## src/hw/rtl/wmcp_div.sv

```systemverilog
// ----------------------------------------------------------------------------
// wmcp_div: column step divider
// Restoring divider, one quotient bit per cycle; done pulses once at the end.
// ----------------------------------------------------------------------------
module wmcp_div #(
	parameter int DIVIDEND_W = 24,
	parameter int DIVISOR_W  = 13
) (
	input  logic                  clk,
	input  logic                  arst_n,
	input  logic                  start,
	input  logic [DIVIDEND_W-1:0] dividend,
	input  logic [DIVISOR_W-1:0]  divisor,
	output logic                  done,
	output logic [DIVIDEND_W-1:0] quotient,
	output logic [DIVISOR_W-1:0]  remainder
);

	localparam int CNT_W = $clog2(DIVIDEND_W + 1);

	logic [DIVIDEND_W-1:0] quo_q;
	logic [DIVISOR_W-1:0]  rem_q;
	logic [DIVISOR_W-1:0]  dvs_q;
	logic [CNT_W-1:0]      cnt_q;
	logic                  busy_q;
	logic                  done_q;

	logic [DIVISOR_W:0]    trial;
	logic [DIVISOR_W:0]    diff;
	logic                  fits;

	// shift in the next dividend bit and try the subtraction
	assign trial = {rem_q, quo_q[DIVIDEND_W-1]};
	assign diff  = trial - {1'b0, dvs_q};
	assign fits  = trial >= {1'b0, dvs_q};

	always_ff @(posedge clk or negedge arst_n) begin
		if (!arst_n) begin
			busy_q <= 1'b0;
			done_q <= 1'b0;
			cnt_q  <= '0;
		end else if (start) begin
			busy_q <= 1'b1;
			done_q <= 1'b0;
			cnt_q  <= CNT_W'(DIVIDEND_W);
		end else begin
			done_q <= busy_q && (cnt_q == CNT_W'(1));
			if (busy_q) begin
				cnt_q <= cnt_q - CNT_W'(1);
				if (cnt_q == CNT_W'(1)) begin
					busy_q <= 1'b0;
				end
			end
		end
	end

	always_ff @(posedge clk) begin
		if (start) begin
			quo_q <= dividend;
			rem_q <= '0;
			dvs_q <= divisor;
		end else if (busy_q) begin
			quo_q <= {quo_q[DIVIDEND_W-2:0], fits};
			rem_q <= fits ? diff[DIVISOR_W-1:0] : trial[DIVISOR_W-1:0];
		end
	end

	assign done      = done_q;
	assign quotient  = quo_q;
	assign remainder = rem_q;

endmodule

```

## config.mk

```make
export PLATFORM = sky130hd
export DESIGN_NAME = wmcp_div
export DESIGN_NICKNAME = d
export VERILOG_FILES = /design/src/hw/rtl/wmcp_div.sv
export SDC_FILE = /design/constraint.sdc
export NUM_CORES = 1
export LEC_CHECK = 0
export BUFFER_PORTS_ARGS = -buffer_cell sky130_fd_sc_hd__buf_2
export CORE_AREA = 5 5 90 92
export CTS_BUF_LIST = sky130_fd_sc_hd__clkbuf_2
export CTS_CLUSTER_DIAMETER = 60
export CTS_CLUSTER_SIZE = 25
export DETAILED_ROUTE_END_ITERATION = 16
export DIE_AREA = 0 0 95 97
export PLACE_DENSITY = 0.68
export SKIP_LAST_GASP = 1
export SYNTH_ARGS = -nofsm -noshare
export SYNTH_HDL_FRONTEND = slang
export SYNTH_SLANG_ARGS = --single-unit
```

## constraint.sdc

```tcl
create_clock -name clk -period 5.6 [get_ports clk]
set_clock_uncertainty 0.05 [all_clocks]
set_input_delay 1.12 -clock clk [delete_from_list [all_inputs] [get_ports clk]]
set_output_delay 1.12 -clock clk [all_outputs]
set_load 0.01 [all_outputs]
```

=== Word-level counts from Yosys, hierarchy flattened ===
Index checks and enable logic that the tools add are counted.

* Bits in registers: 57
* Bits of input ports: 40
* Word-level logic and storage cells: 21

* $add $sub $neg: 2
* Magnitude comparators: 1
* Equal/unequal tests: 1
* Muxes and demuxes: 9
* Reduce and logical (&&, ||, !) cells: 2

{| class="wikitable"
|+ Operator list
! kind !! count
|-
| 24-bit 2-to-1 mux || 2
|-
| 14-bit by 13-bit greater-or-equal comparator with 1-bit output || 1
|-
| 13-bit 2-to-1 mux || 1
|-
| 13-bit subtractor || 1
|-
| 5-bit 2-to-1 mux || 2
|-
| 5-bit by 1-bit equality test with 1-bit output, second input constant || 1
|-
| 5-bit by 1-bit subtractor with 5-bit output, second input constant || 1
|-
| 1-bit 2-to-1 mux || 4
|-
| 2-bit nonzero test || 1
|-
| 1-bit logical AND || 1
|}

=== Depth between registers and ports, before layout ===
Gate-level depths: netlist (run 1).

* Word-level depth: 4
* Mapped depth: 11

=== Worst setup path before layout (run 1) ===
No wires, ideal clock.

* Path type: reg2reg
* Start point: register quo_q[23], in the netlist quotient[23]
* End point: register quo_q[0], in the netlist quotient[0] (data pin)
* Setup time: 0.260 ns
* Arrival: 2.205 ns
* Required time: 5.290 ns
* Slack: 3.085 ns
* Cell stages (with the launch flop): 11
* Path buffers: 0
* Path through: edfxtp_1 -> inv_1 -> ha_1 -> inv_1 -> fa_1 -> a211oi_1 -> o21ai_1 -> a21oi_2 -> a21o_1 -> nand2_1 -> mux2_2

* Longest elaborated chain between the ends: 3

{| class="wikitable"
|+ RTL lines
! what !! RTL line !! text
|-
| from (decl) || 21 || <nowiki>logic [DIVIDEND_W-1:0] quo_q;</nowiki>
|-
| from (signal assigned) || 59 || <nowiki>quo_q <= dividend;</nowiki>
|-
| from (signal assigned) || 63 || <nowiki>quo_q <= {quo_q[DIVIDEND_W-2:0], fits};</nowiki>
|-
| 14-bit by 13-bit greater-or-equal comparator with 1-bit output || 35 || <nowiki>assign fits = trial >= {1'b0, dvs_q};</nowiki>
|-
| 24-bit 2-to-1 mux || 62 || <nowiki>end else if (busy_q) begin</nowiki>
|-
| 24-bit 2-to-1 mux || 58 || <nowiki>if (start) begin</nowiki>
|}

Every way passes these cells. The select of a mux whose other input is x is not followed.
A chain may end at the register's enable or synchronous reset.

=== Worst setup path after layout (run 1) ===
Ends and elaborated chain as after synthesis.

==> run summary, run 1 <==
### Clock tree
• 9 — Num CTS Buffers
• 57 — TritonCTS sink count
• 0 — number of buffers added to fix hold violations after cts
• 0 — cts repair resizes
• 200 ps — Clock Pin Slew Worst Setup and Hold Paths
• 500 ps — clock latency of the later-clocked register in the worst-skew pair
• clkbuf_2 — Root Buffer
• 2 — maximum root-to-sink buffer count
• 3 — number of H-tree levels
• yes — TritonCTS clock tree
• 0 — Setup Fix Bufs, Post-CTS

### Critical path
• 490 ps — longest individual stage delay on the worst path
• 3280 ps — arrival time of data at the critical path endpoint
• reg2reg — worst setup path class
• inv_1, ha_1, inv_1, fa_1, a211oi_1, o21ai_1, a21oi_2, a21o_1, nand2_1, mux2_2 — cells traversed along the worst timing path
• a21o_1 — critical-path cell with the highest stage delay
• inv_1 — CP dominant cell by count
• register — CP Capture Type
• 14 — Max FO, Critical Path
• 5840 ps — Worst EP required
• register — Startpoint Class

### Timing
• 54.3% — Final Cycle Share
• 1160 ps — slew at the pin closest to its max-slew limit
• 22.9% — Max-Slew Margin vs Limit
• 3040 ps — final critical-path required period
• 0 ps — total negative setup slack
• 2560 ps — worst setup slack after layout
• 0 — final setup violating endpoints
• false — unrepaired setup endpoints after global routing
• 0 — final number of max-transition violations
• 329 MHz — Fmax
• 0 — Hold Fails Final Rpt

### Detailed routing
• 5.15 — detailed-route vias per instance
• 4 — drt pass-1 iters
• 15.0 um — WL/cell
• 0 — antenna violation net count after detailed routing
• 2306 — total via count after detailed routing
• 0 — Post-route DRC
• 6740 um — post-detailed-routing wire length
• 115 — violation count after the first detailed-route iteration

### GRT
• 11100 um — global-route wire length before repair
• 0 — grt ovf
• 2348 — number of global-route vias before repair
• 15.2% — global router's overall resource usage
• 59 — maximum number of pins on one net before global-route repair
• 0 — initial antenna violation count

### Placement
• 77 — Port Buffers
• 4800 um — Detailed Place HPWL
• 0.809 — final weighted congestion in routability-driven placement
• 432 — cell count after placement
• 2570 ps — setup slack after placement

### Floorplanning
• 0.00714 mm2 — core area
• 78 — I/O pins
• 95 um — floorplan die width
• 0.00922 mm2 — die footprint
• 97 um — overall die height
• 31 — Rows
• 44.4% — starting utilization of the core area

### Synth
• edfxtp_1 — most instantiated flip-flop cell in the synthesis netlist
• 11.7 um2 — syn_area_per_cell
• 0 — total number of yosys warnings
• 48.9% — proportion of synthesized chip area in sequential cells
• 12.3% — share of flip-flops with an asynchronous set or reset after synthesis
• 271 — cell count after synthesis
• 0.00317 mm2 — Cell Area, Synth
• 37 — number of enable flip-flop cells after synthesis
• 59 — number of distinct library cell variants in the gate-level netlist after synthesis
• 57 — FF+latch count, synth
• 327 — total nets after synthesis

### Final layout
• 52.3% — final cell utilization of the core
• 0 — Antenna Cells
• 0.00143 mm2 — multi-input gate area in the final layout
• 39.0% — ratio of cells with drive above 1 in the final layout
• 0.00155 mm2 — Sequential cell area
• 77 x buf_2, 37 x edfxtp_1, 24 x mux2_2, 19 x nor2_1, 18 x inv_1 — most used cells in the layout excluding fill and tap cells
• buf_2 — most common cell after layout, fill and taps aside
• 448 — Cell Count, Final, Fillers Out
• 17.8% — area grow syn2layout
• 675 — Filler cells
• 400 — Net count, final

### Run
• 0 — Maximum Capacitance Violations

### Hold path
• in2async — type of the worst min-delay path

### Power and ir drop
• 1690 uW — Tot Pwr
• 454 mW/mm2 — PwrDens
• 290 uV — worst IR drop on VDD
• 0.00165 uW — static leakage

### Run status
• completed — run status

[state kept, by name, indices dropped and copies added (netlist names)]
| name | count |
|---|---|
| done | 1 |
| quotient | 24 |
| busy_q | 1 |
| cnt_q | 5 |
| remainder | 13 |
| dvs_q | 13 |
[layer usage]
metal	vias up	routed length, um	track usage (%)
met2	49	3270	24.7
met3	9	332	4.34
li1	1161	-	-
met1	1087	3010	18.9
met4	0	126	6.10
met5	-	0	0
[Yosys cell counts (3+ instances only)]
| cell type | instances | area [um2] |
|---|---|---|
| edfxtp_1 | 37 | 1110 |
| mux2_2 | 24 | 270 |
| nor2_1 | 19 | 71.3 |
| inv_1 | 18 | 67.6 |
| ha_1 | 15 | 188 |
| nand3_1 | 14 | 70.1 |
| dfxtp_1 | 13 | 260 |
| o21ai_1 | 11 | 55.1 |
| a21oi_1 | 9 | 45.0 |
| xnor2_1 | 9 | 78.8 |
| a311oi_1 | 8 | 70.1 |
| dfrtp_1 | 7 | 175 |
| a21o_1 | 6 | 45.0 |
| nand2_1 | 6 | 22.5 |
| clkbuf_1 | 5 | 18.8 |
| a311oi_2 | 4 | 60.1 |
| clkbuf_8 | 4 | 55.1 |
| nand2b_1 | 4 | 25.0 |
| nor3_1 | 4 | 20.0 |
| buf_4 | 3 | 22.5 |
| xor2_1 | 3 | 26.3 |
[layout make-up]
type / count / area share [%]
clock buffer: 9 / 1.21
clock inverter: 7 / 3.35
timing repair buffer: 78 / 10.5
inverter: 18 / 1.81
multi-input combinational: 180 / 38.3
tap: 99 / 3.32
sequential: 57 / 41.5
[path summary, 6_finish.rpt]
path                              start           end  slack, ps  cells past startpoint
min in group clk           remainder[7]  remainder[7]        490                      2
max in group asynchronous        arst_n      cnt_q[1]       4960                      1
setup / recovery           quotient[23]   quotient[0]       2560                     10
hold reg to reg            remainder[7]  remainder[7]        490                      2
hold / removal                   arst_n        busy_q        350                      1
setup reg to reg           quotient[23]   quotient[0]       2560                     10
[report_power, final]
group | leakage [uW] | internal (uW) | switching, uW | total, uW
registers | 0.000569 | 534 | 71.9 | 606
clock network | 0.0000975 | 198 | 174 | 372
logic | 0.000980 | 326 | 391 | 717
[through the flow]
step / hold WS (ps) / instance area, um2
final: 353 / 3730
after global routing: 309 / 3730
after CTS: 329 / 3730
after detailed placement: 468 / 3560
after global placement: 456 / 3560
after floorplan: 435 / 3170
[cell families after synthesis]
group,Yosys count,share of synthesized area [%]
XOR/XNOR,12,3.32
multiplexers,26,9.17
buffers and inverters,34,6.01
AO/OA/AOI/OAI,59,14.2
AND/OR/NAND/NOR,67,11.9
adder cells (fa/ha/maj),16,6.56
flip-flops,57,48.9
[worst max-delay path, delay by kind of cell, from the launching register on]
family	cells	cell delay, ps
muxes	1	320
AOI/OAI and AO/OA	4	1130
buffers and inverters	2	140
DFF	1	430
adders and majority gates	2	580
and+or+nand+nor	1	200
Note: power is estimated with default switching activity, not from simulation.
==> inputs of run 2 (changes only) <==
--- a/config.mk
+++ b/config.mk
@@ -12,7 +12,7 @@
 export CTS_CLUSTER_SIZE = 25
 export DETAILED_ROUTE_END_ITERATION = 16
 export DIE_AREA = 0 0 95 97
-export PLACE_DENSITY = 0.68
+export PLACE_DENSITY = 0.71
 export SKIP_LAST_GASP = 1
 export SYNTH_ARGS = -nofsm -noshare
 export SYNTH_HDL_FRONTEND = slang
==> constraint.sdc (replaced) <==
create_clock -name clk -period 2.7 [get_ports clk]
set_clock_uncertainty 0.05 [all_clocks]
set_input_delay 0.54 -clock clk [delete_from_list [all_inputs] [get_ports clk]]
set_output_delay 0.54 -clock clk [all_outputs]
set_load 0.01 [all_outputs]
==> run 2 against run 1 <==
  * Via count up 3.5%
  * Routed wire length up 3.8%
  * Sequential power up 110%
  * Critical endpoint is now remainder[8]
==> run summary, run 2 (synthesis results as in run 1) <==
### Run status
• completed — run status

### Final layout
• 77 x buf_2, 37 x edfxtp_1, 24 x mux2_2, 19 x nor2_1, 18 x inv_1 — most used cells in the layout excluding fill and tap cells
• 17.3% — area grow syn2layout
• buf_2 — most common cell after layout, fill and taps aside
• 40.0% — ratio of cells with drive above 1 in the final layout, +1.0 points
• 680 — Filler cells, +0.74%
• 0 — Antenna Cells, unchanged
• 24 — max reg flops, unchanged
• 406 — Net count, final, +1.5%

### Critical path
• register — CP Capture Type
• 180 ps — slack of the worst reg-to-reg path, -2380 ps
• register — Startpoint Class
• 420 ps — longest individual stage delay on the worst path, -70 ps
• quotient[23] — Critical R2R Launch
• edfxtp_1 — critical-path cell with the highest stage delay
• 11 — Crit. path cell count, +1
• remainder[8] — Critical R2R Capture
• 3040 ps — Worst EP required, -2800 ps
• inv_1, ha_1, inv_1, fa_2, a211oi_2, o21ai_2, a21oi_2, a21o_1, buf_6, nand3_1, a311oi_2 — cells traversed along the worst timing path
• 2860 ps — arrival time of data at the critical path endpoint, -420 ps
• reg2reg — worst setup path class
• 6 — Max FO, Critical Path, -8
• inv_1 — CP dominant cell by count
• 3 — critical path buffer and inverter count, +1
• compound AO/OA/AOI/OAI gates — critical path's top delay family
• 11 — r2r worst-path depth, +1

### Power and ir drop
• 870 mW/mm2 — PwrDens, +91%
• 532 uV — worst IR drop on VDD, +83%
• 1920 uW — cell internal power dissipation, +82%
• 13.2% — clock group share of total power, -8.8 points
• 40.5% — fraction of power spent switching nets, +2.9 points
• 0.00162 uW — static leakage, -1.4%
• 38.8% — portion of total power attributed to sequential cells, +3.1 points
• 1310 uW — NetSw, +110%
• 48.0% — share of power burned in combinational logic, +5.7 points

### Floorplanning
• 97 um — overall die height, unchanged
• 0.00714 mm2 — core area, unchanged
• 44.4% — starting utilization of the core area, unchanged
• 78 — I/O pins, unchanged
• 95 um — floorplan die width, unchanged
• 0.00922 mm2 — die footprint, unchanged
• 31 — Rows, unchanged

### Timing
• 0 — Hold Fails Final Rpt, unchanged
• false — unrepaired setup endpoints after global routing
• 0 — final number of max-transition violations, unchanged
• 0 ps — total negative setup slack, unchanged
• 0 — final setup violating endpoints, unchanged
• 397 MHz — Fmax, +21%
• 2520 ps — final critical-path required period, -519 ps
• 576 ps — slew at the pin closest to its max-slew limit, -580 ps
• 93.3% — Final Cycle Share, +39 points
• 178 ps — final-layout worst hold slack, -175 ps
• 61.6% — Max-Slew Margin vs Limit, +39 points

### Detailed routing
• 2387 — total via count after detailed routing, +3.5%
• 0 — antenna violation net count after detailed routing, unchanged
• 4 — drt pass-1 iters, unchanged
• 6990 um — post-detailed-routing wire length, +3.8%
• 15.4 um — WL/cell, +2.5%
• 132 — violation count after the first detailed-route iteration, +15%
• 0 — Post-route DRC, unchanged
• 5.26 — detailed-route vias per instance, +2.1%

### Clock tree
• 3 — number of H-tree levels, unchanged
• 480 ps — clock latency of the later-clocked register in the worst-skew pair, -20 ps
• yes — TritonCTS clock tree
• 57 — TritonCTS sink count, unchanged
• 160 ps — Clock Pin Slew Worst Setup and Hold Paths, -40 ps
• clkbuf_2 — Root Buffer
• 2 — maximum root-to-sink buffer count, unchanged
• 9 — Num CTS Buffers, unchanged

### GRT
• 2363 — number of global-route vias before repair, +0.64%
• 15.6% — global router's overall resource usage, +0.40 points
• 11200 um — global-route wire length before repair, +1.6%
• 35 — maximum number of pins on one net before global-route repair, -41%
• 0 — grt ovf, unchanged
• 0 — initial antenna violation count, unchanged

### Placement
• 77 — Port Buffers, unchanged
• 5080 um — Detailed Place HPWL, +5.8%
• 0.818 — final weighted congestion in routability-driven placement, +1.2%

### Hold path
• divisor[12] — source of the worst hold timing path
• 1 — number of cells traversed by the worst hold path
• dvs_q[12] — endpoint of the worst hold path
• in2reg — type of the worst min-delay path

### Run
• 0 — Maximum Capacitance Violations, unchanged

## run 2: power groups by stage
stage	sequential, uW	combinational, uW	clock [uW]
global route	1280	1710	491
detailed placement	1270	1510	0
global placement	1270	1480	0
finish	1250	1550	425
floorplan	1310	1080	0
CTS	1260	1520	450
## run 2: routing by layer
metal / track usage [%] / wire (um)
met1: 18.0 / 2910
met4: 5.11 / 106
met5: 0 / 0
met2: 26.6 / 3610
met3: 5.66 / 371
## run 2: final cells by class
cell class | count | area [um2] | share of cell area, %
flip-flops and latches | 57 | 1550 | 41.6
multi-input cells | 180 | 1450 | 39.0
repair buffers | 84 | 444 | 12.0
well taps | 99 | 124 | 3.34
inverters | 18 | 67.6 | 1.82
clock buffers | 9 | 45.0 | 1.21
clock inverters | 7 | 37.5 | 1.01
## run 2: per-stage QoR
step           std cells  total power [uW]  worst slack [ps]  area, um2  util [%]
2_1_floorplan        271              2390               185       3170         -
3_3_place_gp         437              2750               166       3600      50.4
3_5_place_dp         437              2780              80.9       3600      50.4
4_1_cts              454              3230              42.5       3690      51.7
5_1_grt              454              3480              11.1       3710      52.0
6_report             454              3230               180       3710      52.0
## run 2: what timing repair did
item | 4_1_cts | 5_1_grt
hold buffers | 1 | 0
endpoints found under the hold margin | 7 | 0
setup buffers | 0 | 0
gates resized for setup | 0 | 6
endpoints found under the setup margin | 0 | 12
## run 2: worst register-to-register path: cells and delay by family, from the launching register on
| family | cells | cell delay, ps |
|---|---|---|
| compound gates | 5 | 1060 |
| fa+ha+maj | 2 | 530 |
| flops | 1 | 420 |
| buf+inv | 3 | 290 |
| simple gates | 1 | 90 |
## run 2: how the worst max path moves through the flow
| stage | start | endpoint | slack [ps] |
|---|---|---|---|
| floorplan | quotient[23] | quotient[0] | 180 |
| global placement | quotient[23] | quotient[0] | 170 |
| detailed placement | quotient[23] | quotient[0] | 80 |
| CTS | quotient[23] | remainder[8] | 40 |
| global route | quotient[23] | remainder[8] | 10 |
| finish | quotient[23] | remainder[8] | 180 |
